--- src/rtl/bde_pkg.sv ---
package bde_pkg;

    localparam int DEPTH_DEF   = 32;
    localparam int MAX_RESULTS = 32;
    localparam int VAL_W       = 32;
    localparam int OPC_W       = 4;

    localparam logic [OPC_W-1:0] OP_PUSH_FRONT = 4'd0;
    localparam logic [OPC_W-1:0] OP_PUSH_BACK  = 4'd1;
    localparam logic [OPC_W-1:0] OP_POP_FRONT  = 4'd2;
    localparam logic [OPC_W-1:0] OP_POP_BACK   = 4'd3;
    localparam logic [OPC_W-1:0] OP_CLEAR      = 4'd4;
    localparam logic [OPC_W-1:0] OP_DELETE     = 4'd5;
    localparam logic [OPC_W-1:0] OP_FIRST_N    = 4'd6;
    localparam logic [OPC_W-1:0] OP_LAST_N     = 4'd7;
    localparam logic [OPC_W-1:0] OP_ALL        = 4'd8;

    typedef struct packed {
        logic load;
        logic del_step;
        logic del_finish;
        logic print_load;
        logic empty_load;
    } cmd_t;

    typedef struct packed {
        logic walk_done;
        logic len_zero;
        logic out_last;
    } sts_t;

endpackage

--- src/rtl/bde_ram.sv ---
module bde_ram #(
    parameter int WIDTH = bde_pkg::VAL_W,
    parameter int DEPTH = bde_pkg::DEPTH_DEF
) (
    input  logic                                  clk,
    input  logic                                  we,
    input  logic [(DEPTH > 1 ? $clog2(DEPTH) : 1)-1:0] waddr,
    input  logic [WIDTH-1:0]                      wdata,
    input  logic [(DEPTH > 1 ? $clog2(DEPTH) : 1)-1:0] raddr,
    output logic [WIDTH-1:0]                      rdata
);

    logic [WIDTH-1:0] mem [DEPTH];
    logic [WIDTH-1:0] rdata_reg;

    always_ff @(posedge clk)
    begin
        if (we)
        begin
            mem[waddr] <= wdata;
        end
        rdata_reg <= mem[raddr];
    end

    assign rdata = rdata_reg;

endmodule

--- src/rtl/bde_ctrl.sv ---
module bde_ctrl (
    input  logic                           clk,
    input  logic                           rst_n,
    input  logic                           s_tvalid,
    output logic                           s_tready,
    input  logic [bde_pkg::OPC_W-1:0]      opcode,
    output logic                           m_tvalid,
    input  logic                           m_tready,
    output bde_pkg::cmd_t                  cmd,
    input  bde_pkg::sts_t                  sts
);

    localparam logic [2:0] S_IDLE = 3'd0;
    localparam logic [2:0] S_DPRE = 3'd1;
    localparam logic [2:0] S_DEL  = 3'd2;
    localparam logic [2:0] S_PPRE = 3'd3;
    localparam logic [2:0] S_PLD  = 3'd4;
    localparam logic [2:0] S_PWT  = 3'd5;

    logic [2:0] state_reg;
    logic [2:0] state_next;
    logic       accept;
    logic       is_print;

    assign s_tready = (state_reg == S_IDLE);
    assign m_tvalid = (state_reg == S_PWT);
    assign accept   = s_tvalid && s_tready;
    assign is_print = (opcode == bde_pkg::OP_FIRST_N) || (opcode == bde_pkg::OP_LAST_N)
                      || (opcode == bde_pkg::OP_ALL);

    always_comb
    begin
        state_next     = state_reg;
        cmd            = '0;
        cmd.load       = accept;
        unique case (state_reg)
            S_IDLE:
            begin
                if (accept)
                begin
                    if (opcode == bde_pkg::OP_DELETE)
                    begin
                        state_next = S_DPRE;
                    end
                    else if (is_print)
                    begin
                        state_next = S_PPRE;
                    end
                end
            end
            S_DPRE:
            begin
                state_next = S_DEL;
            end
            S_DEL:
            begin
                if (sts.walk_done)
                begin
                    cmd.del_finish = 1'b1;
                    state_next     = S_IDLE;
                end
                else
                begin
                    cmd.del_step = 1'b1;
                end
            end
            S_PPRE:
            begin
                if (sts.len_zero)
                begin
                    cmd.empty_load = 1'b1;
                    state_next     = S_PWT;
                end
                else
                begin
                    state_next = S_PLD;
                end
            end
            S_PLD:
            begin
                cmd.print_load = 1'b1;
                state_next     = S_PWT;
            end
            S_PWT:
            begin
                if (m_tready)
                begin
                    if (sts.out_last)
                    begin
                        state_next = S_IDLE;
                    end
                    else
                    begin
                        cmd.print_load = 1'b1;
                    end
                end
            end
            default:
            begin
                state_next = S_IDLE;
            end
        endcase
    end

    always_ff @(posedge clk or negedge rst_n)
    begin
        if (!rst_n)
        begin
            state_reg <= S_IDLE;
        end
        else
        begin
            state_reg <= state_next;
        end
    end

endmodule

--- src/rtl/bde_dp.sv ---
module bde_dp #(
    parameter int DEPTH = bde_pkg::DEPTH_DEF
) (
    input  logic                              clk,
    input  logic                              rst_n,
    input  logic [bde_pkg::OPC_W-1:0]         opcode,
    input  logic signed [bde_pkg::VAL_W-1:0]  operand,
    input  bde_pkg::cmd_t                     cmd,
    output bde_pkg::sts_t                     sts,
    output logic signed [bde_pkg::VAL_W-1:0]  out_value,
    output logic                              has_value,
    output logic                              last_of_run,
    output logic                              overflowed
);

    localparam int AW = (DEPTH > 1) ? $clog2(DEPTH) : 1;
    localparam int CW = $clog2(DEPTH + 1);
    localparam int SW = CW + 1;
    localparam int VW = bde_pkg::VAL_W;

    logic [AW-1:0] head_reg;
    logic [CW-1:0] count_reg;
    logic          ovf_reg;
    logic [VW-1:0] operand_reg;
    logic [CW-1:0] len_reg;
    logic [CW-1:0] base_reg;
    logic [CW-1:0] k_reg;
    logic [CW-1:0] kept_reg;
    logic [VW-1:0] out_value_reg;
    logic          has_value_reg;
    logic          last_reg;

    logic          full;
    logic          adv;
    logic [CW-1:0] rd_pos;
    logic [AW-1:0] raddr;
    logic [AW-1:0] waddr;
    logic [VW-1:0] wdata;
    logic          we;
    logic [VW-1:0] rdata;
    logic          sel_all;
    logic [CW-1:0] n_low;
    logic [CW-1:0] len_sel;
    logic [CW-1:0] len_cap;
    logic [CW-1:0] base_sel;
    logic          keep;

    function automatic logic [AW-1:0] slot_of(input logic [AW-1:0] h, input logic [CW-1:0] p);
        logic [SW-1:0] s;
        s = {{(SW - AW){1'b0}}, h} + {1'b0, p};
        if (s >= SW'(DEPTH))
        begin
            s = s - SW'(DEPTH);
        end
        return s[AW-1:0];
    endfunction

    assign full   = (count_reg == CW'(DEPTH));
    assign adv    = cmd.print_load || cmd.del_step;
    assign rd_pos = base_reg + k_reg + (adv ? CW'(1) : CW'(0));
    assign raddr  = slot_of(head_reg, rd_pos);
    assign keep   = (rdata != operand_reg);

    always_comb
    begin
        we    = 1'b0;
        waddr = slot_of(head_reg, kept_reg);
        wdata = rdata;
        if (cmd.load)
        begin
            wdata = operand;
            if (opcode == bde_pkg::OP_PUSH_FRONT)
            begin
                we    = !full;
                waddr = (head_reg == '0) ? AW'(DEPTH - 1) : head_reg - AW'(1);
            end
            else if (opcode == bde_pkg::OP_PUSH_BACK)
            begin
                we    = !full;
                waddr = slot_of(head_reg, count_reg);
            end
        end
        else if (cmd.del_step)
        begin
            we = keep;
        end
    end

    bde_ram #(
        .WIDTH (VW),
        .DEPTH (DEPTH)
    ) u_ram (
        .clk   (clk),
        .we    (we),
        .waddr (waddr),
        .wdata (wdata),
        .raddr (raddr),
        .rdata (rdata)
    );

    always_comb
    begin
        sel_all = (opcode == bde_pkg::OP_ALL) || operand[VW-1]
                  || (operand >= VW'(count_reg));
        n_low   = operand[CW-1:0];
        if (opcode == bde_pkg::OP_DELETE)
        begin
            len_sel  = count_reg;
            base_sel = '0;
        end
        else if (sel_all)
        begin
            len_sel  = count_reg;
            base_sel = '0;
        end
        else
        begin
            len_sel  = n_low;
            base_sel = (opcode == bde_pkg::OP_LAST_N) ? count_reg - n_low : '0;
        end
        if ((opcode != bde_pkg::OP_DELETE) && (32'(len_sel) > 32'(bde_pkg::MAX_RESULTS)))
        begin
            len_cap = CW'(bde_pkg::MAX_RESULTS);
        end
        else
        begin
            len_cap = len_sel;
        end
    end

    always_ff @(posedge clk or negedge rst_n)
    begin
        if (!rst_n)
        begin
            head_reg  <= '0;
            count_reg <= '0;
            ovf_reg   <= 1'b0;
        end
        else if (cmd.load)
        begin
            case (opcode)
                bde_pkg::OP_PUSH_FRONT:
                begin
                    if (full)
                    begin
                        ovf_reg <= 1'b1;
                    end
                    else
                    begin
                        head_reg  <= (head_reg == '0) ? AW'(DEPTH - 1) : head_reg - AW'(1);
                        count_reg <= count_reg + CW'(1);
                    end
                end
                bde_pkg::OP_PUSH_BACK:
                begin
                    if (full)
                    begin
                        ovf_reg <= 1'b1;
                    end
                    else
                    begin
                        count_reg <= count_reg + CW'(1);
                    end
                end
                bde_pkg::OP_POP_FRONT:
                begin
                    if (count_reg != '0)
                    begin
                        count_reg <= count_reg - CW'(1);
                        if (count_reg == CW'(1))
                        begin
                            head_reg <= '0;
                        end
                        else
                        begin
                            head_reg <= (head_reg == AW'(DEPTH - 1)) ? '0 : head_reg + AW'(1);
                        end
                    end
                end
                bde_pkg::OP_POP_BACK:
                begin
                    if (count_reg != '0)
                    begin
                        count_reg <= count_reg - CW'(1);
                        if (count_reg == CW'(1))
                        begin
                            head_reg <= '0;
                        end
                    end
                end
                bde_pkg::OP_CLEAR:
                begin
                    count_reg <= '0;
                    head_reg  <= '0;
                end
                default:
                begin
                end
            endcase
        end
        else if (cmd.del_finish)
        begin
            count_reg <= kept_reg;
            if (kept_reg == '0)
            begin
                head_reg <= '0;
            end
        end
    end

    always_ff @(posedge clk)
    begin
        if (cmd.load)
        begin
            operand_reg <= operand;
            len_reg     <= len_cap;
            base_reg    <= base_sel;
            k_reg       <= '0;
            kept_reg    <= '0;
        end
        else if (adv)
        begin
            k_reg <= k_reg + CW'(1);
        end
        if (cmd.del_step && keep)
        begin
            kept_reg <= kept_reg + CW'(1);
        end
        if (cmd.print_load)
        begin
            out_value_reg <= rdata;
            has_value_reg <= 1'b1;
            last_reg      <= ((k_reg + CW'(1)) == len_reg);
        end
        else if (cmd.empty_load)
        begin
            out_value_reg <= '0;
            has_value_reg <= 1'b0;
            last_reg      <= 1'b1;
        end
    end

    assign sts.walk_done = (k_reg == len_reg);
    assign sts.len_zero  = (len_reg == '0);
    assign sts.out_last  = last_reg;

    assign out_value   = out_value_reg;
    assign has_value   = has_value_reg;
    assign last_of_run = last_reg;
    assign overflowed  = ovf_reg;

endmodule

--- src/rtl/bounded_deque_engine.sv ---
// Bounded deque of up to DEPTH signed 32-bit entries, one command per input item.
// Input channel s_*: s_tuser carries the opcode, s_tdata the operand.
// Output channel m_*: one item per printed entry; m_tlast marks the final item
// of a print, m_tuser[0] flags a valid value (low on the single item of an
// empty print), m_tuser[1] is the sticky overflow flag.
// One command at a time (s_tready is low while a command is in progress):
//   push, pop, clear, unused opcodes: done on accept; s_tready stays high.
//   delete by value: walks the stored entries, one stored entry per cycle
//     through the single read and single write port of the entry RAM.
//   print: the first entry is read from RAM and loaded into the output
//     register (an empty print loads its single empty item directly), then
//     one item per cycle while m_tready is high, the RAM read issued one ahead.
// When the receiver stalls, the output item and its flags hold and the walk
// pauses. Reset clears head, count and overflow flag; entry contents are left
// as they are and are never read before being written.
module bounded_deque_engine #(
    parameter int DEPTH = bde_pkg::DEPTH_DEF
) (
    input  logic                             clk,
    input  logic                             rst_n,
    input  logic                             s_tvalid,
    output logic                             s_tready,
    input  logic signed [bde_pkg::VAL_W-1:0] s_tdata,   // operand
    input  logic [bde_pkg::OPC_W-1:0]        s_tuser,   // opcode
    output logic                             m_tvalid,
    input  logic                             m_tready,
    output logic signed [bde_pkg::VAL_W-1:0] m_tdata,   // out_value
    output logic [1:0]                       m_tuser,   // overflowed, has_value
    output logic                             m_tlast
);

    bde_pkg::cmd_t cmd;
    bde_pkg::sts_t sts;
    logic          has_value;
    logic          overflowed;

    bde_ctrl u_ctrl (
        .clk      (clk),
        .rst_n    (rst_n),
        .s_tvalid (s_tvalid),
        .s_tready (s_tready),
        .opcode   (s_tuser),
        .m_tvalid (m_tvalid),
        .m_tready (m_tready),
        .cmd      (cmd),
        .sts      (sts)
    );

    bde_dp #(
        .DEPTH (DEPTH)
    ) u_dp (
        .clk         (clk),
        .rst_n       (rst_n),
        .opcode      (s_tuser),
        .operand     (s_tdata),
        .cmd         (cmd),
        .sts         (sts),
        .out_value   (m_tdata),
        .has_value   (has_value),
        .last_of_run (m_tlast),
        .overflowed  (overflowed)
    );

    assign m_tuser = {overflowed, has_value};

endmodule
--- config.mk ---
export PLATFORM = sky130hd
export DESIGN_NAME = bounded_deque_engine
export DESIGN_NICKNAME = d
export VERILOG_FILES = /design/src/rtl/bde_pkg.sv /design/src/rtl/bde_ram.sv /design/src/rtl/bde_ctrl.sv /design/src/rtl/bde_dp.sv /design/src/rtl/bounded_deque_engine.sv
export SDC_FILE = /design/constraint.sdc
export NUM_CORES = 1
export LEC_CHECK = 0
export ABC_AREA = 1
export ABC_CLOCK_PERIOD_IN_PS = 12500
export BUFFER_PORTS_ARGS = -buffer_cell sky130_fd_sc_hd__buf_2
export CORE_UTILIZATION = 45
export DETAILED_ROUTE_END_ITERATION = 6
export SYNTH_ARGS = -nofsm -noshare
export SYNTH_HDL_FRONTEND = slang
export SYNTH_SLANG_ARGS = --single-unit
--- constraint.sdc ---
create_clock -name clk -period 12.5 [get_ports clk]
set_input_delay 1.25 -clock clk [delete_from_list [all_inputs] [get_ports clk]]
set_output_delay 1.25 -clock clk [all_outputs]
set_load 0.02 [all_outputs]
* Yosys cells after proc, flatten, opt, wreduce, memory -nomap -nowiden
Memory sizes are Yosys's and may differ from the RTL's. A register that Yosys moved wholly into a read port is not among the register bits.
Index checks and enable logic that the tools add are counted.
** Word-level totals
- Bits in writable memories :: 1024
- Memories kept :: 1
- Word-level logic and storage cells :: 147
- Register bits :: 105
- Output and inout port bits :: 37
** Operators by class
- Reductions and logical operators :: 26
- Multiplexer cells :: 54
- Equality and inequality tests :: 33
- Magnitude comparators :: 5
- Add/subtract/negate cells :: 15
- Bitwise operators :: 1
** Memory list
- u_dp.u_ram.mem :: words 32, bits a word 32, rd ports 1, clocked after Yosys merged registers in 1, wr ports 1, line bde_ram.sv:13 : logic [WIDTH-1:0] mem [DEPTH];
** Operators with widths (count)
- 32-bit two-way mux :: 3
- 5-bit two-way mux :: 16
- 6-bit two-way mux :: 8
- 32-bit by 6-bit >= comparator with 1-bit output :: 1
- 32-bit inequality test :: 1
- 5-bit by 6-bit adder with 7-bit output :: 3
- 7-bit by 6-bit >= comparator with 1-bit output (second input constant) :: 3
- 5-bit one-hot mux with 4 select lines :: 1
- 5-bit by 1-bit subtractor with 5-bit output (second input constant) :: 4
- 6-bit by 1-bit adder with 6-bit output (second input constant) :: 3
- 3-bit two-way mux :: 6
- 3-bit one-hot mux with 6 select lines :: 1
- 6-bit one-hot mux with 3 select lines :: 1
- 4-bit by 3-bit == test with 1-bit output (second input constant) :: 4
- 1-bit two-way mux :: 16
- 6-bit adder :: 2
- 6-bit == test :: 2
- 6-bit logical NOT :: 2
- 3-bit by 2-bit inequality test with 1-bit output (second input constant) :: 4
- 3-bit inequality test (second input constant) :: 3
- 4-bit by 2-bit == test with 1-bit output (second input constant) :: 2
- 4-bit by 3-bit inequality test with 1-bit output (second input constant) :: 2
- 2-bit nonzero test :: 4
- 7-bit AND reduction :: 1
- 30 further kinds :: 41

* Logic depth before layout (Yosys ltp)
Gate-level depths: netlist of run 1.
- Word-level depth :: 9
- Gate-level depth with buffers :: 22
- Mapped depth without buffers :: 19

* By module
From an unflattened synthesis of run 1, not the netlist that was laid out.
** Unflattened totals
- Cells, all modules :: 4349
- Area total of the unflattened synthesis :: 49221.0 um^2
** By module, submodules not included
- bde_ram :: seq. area each 31390.1 um^2, cells each 3536, area each 42405.7 um^2, times used 1
- bde_dp :: seq. area each 2902.8 um^2, cells each 756, area each 6487.5 um^2, times used 1
- bde_ctrl :: seq. area each 75.1 um^2, cells each 55, area each 312.8 um^2, times used 1
- bounded_deque_engine :: seq. area each 0.0 um^2, cells each 2, area each 15.0 um^2, times used 1

* Worst setup path before layout of run 1
OpenSTA, ideal clock, no wires.
- Kind :: in2reg
- Start :: input s_tvalid
- End :: memory u_dp.u_ram.mem[0][22] in the netlist's numbering, data pin
- Library setup time :: 529 ps
- Slack :: 7819 ps
- Stages on the path :: 6
- Arrival time :: 4152 ps
- Path buffers :: 3
- Cells stage by stage :: inv_1 nor2_2 buf_4 buf_2 clkbuf_1 o21ai_0
** RTL lines
- start: declaration :: line bounded_deque_engine.sv:21 : input logic s_tvalid,
- end: declaration :: line bde_ram.sv:13

* Worst setup path in the final report of run 1
- Start :: register u_ctrl.state_reg[2]
- End :: register u_dp.u_ram.rdata_reg[18], in the netlist u_dp.u_ram.rdata[18], read port of u_dp.u_ram.mem
** On the way
- Cells in the longest elaborated chain, start to end :: 8
- Elaborated cells on any way between the ends :: 12
- Classes of those cells :: add/sub (3); order compare (1); eq/ne (3); mux (4); reduce/logical (1)
** Ends and longest elaborated chain
- start: declaration :: line bde_ctrl.sv:20 : logic [2:0] state_reg;
- start signal: assignment :: line bde_ctrl.sv:113 : state_reg <= state_next;
- 3-bit == test or 3-bit by 2-bit == test with 1-bit output (tied branches) :: line bde_ctrl.sv:36 : unique case (state_reg)
- 1-bit one-hot mux with 2 select lines or 2-bit two-way mux (tied branches) :: line bde_ctrl.sv:36
- 1-bit logical OR (*) :: line bde_dp.sv:59 : assign adv = cmd.print_load || cmd.del_step;
- 1-bit two-way mux (*) :: line bde_dp.sv:60 : assign rd_pos = base_reg + k_reg + (adv ? CW'(1) : CW'(0));
- 6-bit adder (*) :: line bde_dp.sv:60
- 5-bit by 6-bit adder with 7-bit output (*) :: line bde_dp.sv:50 : s = {{(SW - AW){1'b0}}, h} + {1'b0, p};
- 7-bit by 6-bit >= comparator with 1-bit output or 5-bit by 1-bit subtractor with 5-bit output (tied branches) :: line bde_dp.sv:51, bde_dp.sv:53
- 5-bit two-way mux (*) :: line bde_dp.sv:51 : if (s >= SW'(DEPTH))
- end: declaration :: line bde_ram.sv:14 : logic [WIDTH-1:0] rdata_reg;
Every way passes the cells marked *; elsewhere a longest branch is shown, timed or not.
A chain may end at the register's enable or synchronous reset.

==> impl_metrics.toml, run 1 <==
[outcome]
outcome = "completed"

[cts]
numCtsBuffers = 117
cts_setup_buffers = 0
clock_path_buffers = 3
ctsHtreeMaxLevel = 3
cts_root_buffer = "clkbuf_16"
tritoncts = "yes"
cts_sinks = 1160
cts_resized = 0
cts_hold_buf = 0
clkLatencyLatePin_ns = 0.71
clk_pin_slew_ns = 0.06

[final_layout]
regMostFlops = "u_dp.u_ram.mem"
largest_reg_flops = 1024
diodes = 0
drive_gt1_frac = 0.108
synthToLayoutAreaGrowth_pct = 12.3
nets = 3885
nFillCells = 8855

[logic_synthesis]
synth_area_sq_um = 47400
synth_mux_area_frac = 0
ys_ff_latch = 1160
synthAdderAreaFrac = 0.0118
synth_area_per_cell_sq_um = 12.5
ys.flop_type = "edfxtp_1"
synthSimpleGateAreaFrac = 0.0967
synth_compound_area_frac = 0.124
ys_seq_area_frac = 0.726
synthCells = 3775
ys_types = 53
ys_top_cells_by_area = "edfxtp_1 (70%), nor2_1 (6.5%), o21ai_0 (6.1%)"
synth_top_family_by_area = "compound AO/OA/AOI/OAI gates"
synth_most_common_cell = "edfxtp_1"
synthTopCellsByCount = "edfxtp_1 (1106), nor2_1 (814), o21ai_0 (574), nand2_1 (174), a21oi_1 (153)"
ys_async_sr_fraction = 0.0129
yosysTopAreaCellShare = 0.701
yosys_warnings = 0
syn_nets = 3856
synthXorXnorAreaFrac = 0.0111
synth_edf_count = 1106
synth_top_area_cell = "edfxtp_1"

[global_routing]
track_usage = 0.245
antenna_found_initial = 0
grt_max_degree = 204
grt_pass1_wl_um = 194000
grt_pass1_vias = 29200
overflow = 0

[floorplan]
rows = 118
boundaryPins = 77
core_sq_um = 104000
die_area_sq_um = 107000
dieHeight_um = 326
die_w_um = 326
start_util = 0.456

[detailed_routing]
via_per_inst = 5.82
routedWlPerCell_um = 25.0
drtPass1Iterations = 5
postRouteAntennaNets = 0
num_vias = 30800
routed_wl_um = 132000
drc = 0
drt_iter0_markers = 3686

[critical_path]
arrival_ns = 6.88
slowest_stage = "buf_4"
critPathMaxStageDelay_ns = 0.90
critPathKind = "reg2reg"
cp.required_ns = 13.05
crit_path_cell_trace = "inv_1 -> nor3_2 -> inv_1 -> nor2_1 -> a21oi_4 -> buf_4 -> nand2_2 -> inv_1 -> fa_1 -> inv_1 -> fa_1 -> fa_4 -> xor2_4 -> buf_4 -> inv_6 -> buf_4 -> o221ai_1 -> a31oi_1 -> o21ai_1"
crit_path_end_kind = "flop"
start_kind = "flop"
path_buf_inv = 8
cp_max_fo = 115
crit_family = "buffers and inverters"
path_common_cell = "inv_1"

[timing]
final_max_slew_viol_count = 0
hold_viol_final = 0
setup_tns_ns = 0
grt_setup_unrepaired = "false"
fin_skew_ns = 0.0276
fin_crit_ns = 6.33
report.final.setup_viol = 0
post-route-period-util = 0.506
fmax_ghz = 0.158
max_slew_margin = 0.0655
tightest_slew_ns = 1.40

[placement]
portBuffers = 76
dpl.hpwl_um = 67000
gp_congestion = 0.838

[hold_path]
min_path_type = "in2async"

[job]
maxCapViolCount = 0
[cells in the final DEF, fill, tap and decap left out, types with 67 or more instances in the layout]
| cell type | instances |
|---|---|
| edfxtp_1 | 1106 |
| nor2_1 | 782 |
| nand2_1 | 174 |
| a21oi_1 | 153 |
| inv_1 | 97 |
| nand3_1 | 86 |
| o221ai_1 | 128 |
| clkbuf_16 | 118 |
| o21ai_0 | 542 |
| buf_2 | 76 |
| buf_4 | 67 |
[cell type report]
type,instances,area [sq um],area share
Clock buffer,159,3200,0.0601
Tap cell,1380,1730,0.0325
Clock inverter,64,542,0.0102
Inverter,106,427,0.00802
Sequential cell,1160,34400,0.646
Multi-Input combinational cell,2272,12000,0.225
Timing Repair Buffer,147,963,0.0181
[per-stage QoR]
step           worst slack, ns   util  area, sq um  hold WS (ns)  std cells
2_1_floorplan             7.82      -        47400         0.428       3775
3_3_place_gp              5.77  0.476        49500         0.444       5065
3_5_place_dp              5.77  0.476        49500         0.455       5065
4_1_cts                   6.19  0.512        53200         0.435       5288
5_1_grt                   5.87  0.512        53200         0.471       5288
6_report                  6.17  0.512        53200         0.453       5288
[layer usage]
metal  routed length [um]  vias up  global-route usage
met3                 8890      235              0.0288
li1                     -    13900                   -
met1                55600    15400               0.341
met2                62900     1216               0.398
met4                 4600        0              0.0897
met5                    0        -                   0
[worst paths after layout]
kind                       slack [ns]              endpoint  depth (start not counted)                 from
max in group asynchronous       11.77       u_dp.overflowed                          1                rst_n
min                              0.45     u_dp.count_reg[5]                          1                rst_n
min reg2reg                      0.47       u_dp.overflowed                          2      u_dp.overflowed
min in group clk                 0.47       u_dp.overflowed                          2      u_dp.overflowed
max reg2reg                      6.17  u_dp.u_ram.rdata[18]                         19  u_ctrl.state_reg[2]
max                              6.17  u_dp.u_ram.rdata[18]                         19  u_ctrl.state_reg[2]
[worst register-to-register path, stage by stage (launching register included)]
cell	delay (ns)
dfrtp_1	0.39
inv_1	0.12
nor3_2	0.21
inv_1	0.08
nor2_1	0.17
a21oi_4	0.07
buf_4	0.27
nand2_2	0.22
inv_1	0.12
fa_1	0.37
inv_1	0.09
fa_1	0.46
fa_4	0.50
xor2_4	0.20
buf_4	0.26
inv_6	0.81
buf_4	0.96
o221ai_1	0.33
a31oi_1	0.47
o21ai_1	0.09
[kinds of logic (layout without fill, tap and decap cells)]
family                   after synthesis  after routing
AO/OA/AOI/OAI                       1034           1034
XOR/XNOR                              59             59
adder cells (fa/ha/maj)               41             41
buffers and inverters                343            476
flip-flops                          1160           1160
AND/OR/NAND/NOR                     1138           1138
Power of run 1 is left out: the tool's default activity adds up to more than one toggle a clock period on the data nets, which glitch-free logic cannot reach.
==> run 2, diff against run 1 <==
--- a/config.mk
+++ b/config.mk
@@ -5,8 +5,8 @@
 export SDC_FILE = /design/constraint.sdc
 export NUM_CORES = 1
 export LEC_CHECK = 0
-export ABC_AREA = 1
-export ABC_CLOCK_PERIOD_IN_PS = 12500
+export ABC_AREA = 0
+export ABC_CLOCK_PERIOD_IN_PS = 5800
 export BUFFER_PORTS_ARGS = -buffer_cell sky130_fd_sc_hd__buf_2
 export CORE_UTILIZATION = 45
 export DETAILED_ROUTE_END_ITERATION = 6
==> constraint.sdc (replaced) <==
create_clock -name clk -period 5.8 [get_ports clk]
set_input_delay 0.58 -clock clk [delete_from_list [all_inputs] [get_ports clk]]
set_output_delay 0.58 -clock clk [all_outputs]
set_load 0.02 [all_outputs]
==> run 2 against run 1 <==
Against the previous run:
- setup slack got worse by 5.2 ns
- non-clock buffer count increased by 29
- count of clock-buffer cells in the layout fell by 14
- critical path depth fell by 5
- routed wire length decreased by 5.4%
- sequential share of layout area rose by 0.29 points
- via count is 19% lower
- highest routed layer is now met5
==> impl_metrics.toml, run 2 <==
[critical_path]
critPathKind = "reg2reg"
r2r_slack_ns = 0.96
arrival_ns = 5.43
start_kind = "flop"
cp.required_ns = 6.39
r2r-end = "u_dp.u_ram.rdata[9]"
crit_path_end_kind = "flop"
rr_worst_depth = 14
r2r-start = "u_dp.len_reg[3]"
cp_max_fo = 26

[final_layout]
multi_input_area_sq_um = 11600
nets = 2776
regMostFlops = "u_dp.u_ram.mem"
largest_reg_flops = 1024
synthToLayoutAreaGrowth_pct = 13.7
drive_gt1_frac = 0.241
final_cell_mix = "edfxtp_1 (1106), nand2_1 (379), mux4_2 (256)"
seq_area_sq_um = 34400
nFillCells = 8259
layout_commonest_cell = "edfxtp_1"

[cts]
cts_setup_buffers = 0
clkLatencyLatePin_ns = 0.71
ctsHtreeMaxLevel = 3
cts_hold_buf = 1
cts_sinks = 1160
clock_path_buffers = 3
cts_root_buffer = "clkbuf_16"
clk_pin_slew_ns = 0.06
cts_resized = 0
tritoncts = "yes"
numCtsBuffers = 116

[global_routing]
grt_pass1_wl_um = 179000
overflow = 0
grt_max_degree = 74
track_usage = 0.242
antenna_found_initial = 11
grt_pass1_vias = 25200

[timing]
report.final.setup_viol = 0
tightest_slew_ns = 1.38
fin_crit_ns = 4.84
final_max_slew_viol_count = 0
fin_skew_ns = 0.0459
post-route-period-util = 0.835
hold_viol_final = 0
max_slew_margin = 0.0695
fmax_ghz = 0.206
setup_tns_ns = 0
grt_setup_unrepaired = "false"

[hold_path]
hold_depth = 1
min_to = "u_dp.operand_reg[26]"
min_from = "s_tdata[26]"
min_path_type = "in2reg"

[floorplan]
start_util = 0.456
die_area_sq_um = 105000
rows = 117
dieHeight_um = 324
core_sq_um = 102000
boundaryPins = 77
die_w_um = 324

[placement]
portBuffers = 76
gp_congestion = 0.849
dpl.hpwl_um = 71600

[logic_synthesis]
synth_most_common_cell = "edfxtp_1"
ys_top_cells_by_area = "edfxtp_1 (71%), mux4_2 (12%), nand2_1 (3.1%)"
synth_edf_count = 1106
synth_area_per_cell_sq_um = 18.4
ys_seq_area_frac = 0.738
synthTopCellsByCount = "edfxtp_1 (1106), nand2_1 (380), mux4_2 (256), nand3_1 (138), clkbuf_1 (59)"
ys.flop_type = "edfxtp_1"
ys_types = 78
syn_nets = 2620
synthCells = 2539
yosysTopAreaCellShare = 0.713
ys_async_sr_fraction = 0.0129
synth_top_area_cell = "edfxtp_1"
synth_area_sq_um = 46600
ys_ff_latch = 1160
yosys_warnings = 0

[detailed_routing]
drtPass1Iterations = 7
via_per_inst = 6.00
num_vias = 25000
drc = 0
drt_iter0_markers = 3174
postRouteAntennaNets = 0
routed_wl_um = 125000
routedWlPerCell_um = 30.0

[outcome]
outcome = "completed"

[job]
maxCapViolCount = 0
==> run 2: cell type report <==
type,count,share of cell area
antenna,2,0.0000945
clock buffer,145,0.0586
clock inverter,69,0.0118
inverter,26,0.00187
multi-input combinational,1215,0.219
sequential,1160,0.649
tap,1368,0.0323
timing repair buffer,176,0.0271
==> run 2: per-stage QoR <==
step | setup WS (ns) | util | hold WS [ns] | instances | cell area, sq um
2_1_floorplan | 0.927 | - | 0.284 | 2539 | 46600
3_3_place_gp | 0.989 | 0.482 | 0.445 | 3944 | 49200
3_5_place_dp | 0.946 | 0.482 | 0.438 | 3944 | 49200
4_1_cts | 0.931 | 0.518 | 0.0299 | 4159 | 53000
5_1_grt | 0.736 | 0.518 | 0.0419 | 4159 | 53000
6_report | 0.956 | 0.518 | 0.0767 | 4161 | 53000
==> run 2: metal layers <==
layer | vias to the layer above | wire (um) | share of wire | GRT usage
met5 | - | 43 | 0.00034 | 0
met1 | 13200 | 51900 | 0.42 | 0.347
li1 | 10400 | - | - | -
met4 | 8 | 3130 | 0.025 | 0.0643
met3 | 214 | 11200 | 0.090 | 0.0492
met2 | 1165 | 58500 | 0.47 | 0.379
==> run 2: cell families (layout without fill, tap and decap cells) <==
logic type / after synthesis / count (layout) / synth area share
buffers and inverters: 164 / 416 / 0.0187
AOI/OAI and AO/OA: 117 / 117 / 0.0184
DFF: 1160 / 1160 / 0.738
other: 0 / 2 / 0
muxes: 260 / 260 / 0.125
xor gates and xnor gates: 70 / 70 / 0.0141
and+or+nand+nor: 727 / 727 / 0.0745
adders and majority gates: 41 / 41 / 0.0120
==> run 2: worst max-delay path by stage <==
stage | start | to | depth (start not counted)
global placement | u_dp.len_reg[5] | u_dp.u_ram.rdata[15] | 14
global route | u_dp.len_reg[5] | u_dp.u_ram.rdata[9] | 14
floorplan | u_dp.head_reg[0] | u_dp.u_ram.mem[8][0] | 9
detailed placement | u_dp.len_reg[3] | u_dp.u_ram.rdata[6] | 14
CTS | u_dp.len_reg[3] | u_dp.u_ram.rdata[9] | 14
finish | u_dp.len_reg[3] | u_dp.u_ram.rdata[9] | 14
==> run 2: worst max-delay path: stages, from the launching register on <==
cell and delay (ns):
edfxtp_1 0.51, xnor2_1 0.19, nand2_1 0.14, o311ai_4 0.44, nand2_1 0.21, inv_1 0.11
fa_1 0.16, inv_1 0.06, fa_1 0.49, fa_4 1.17, buf_4 0.48, mux4_2 0.39
nand2_1 0.09, nand3_1 0.07, and4_1 0.23
Power of run 2 is left out for the same reason.
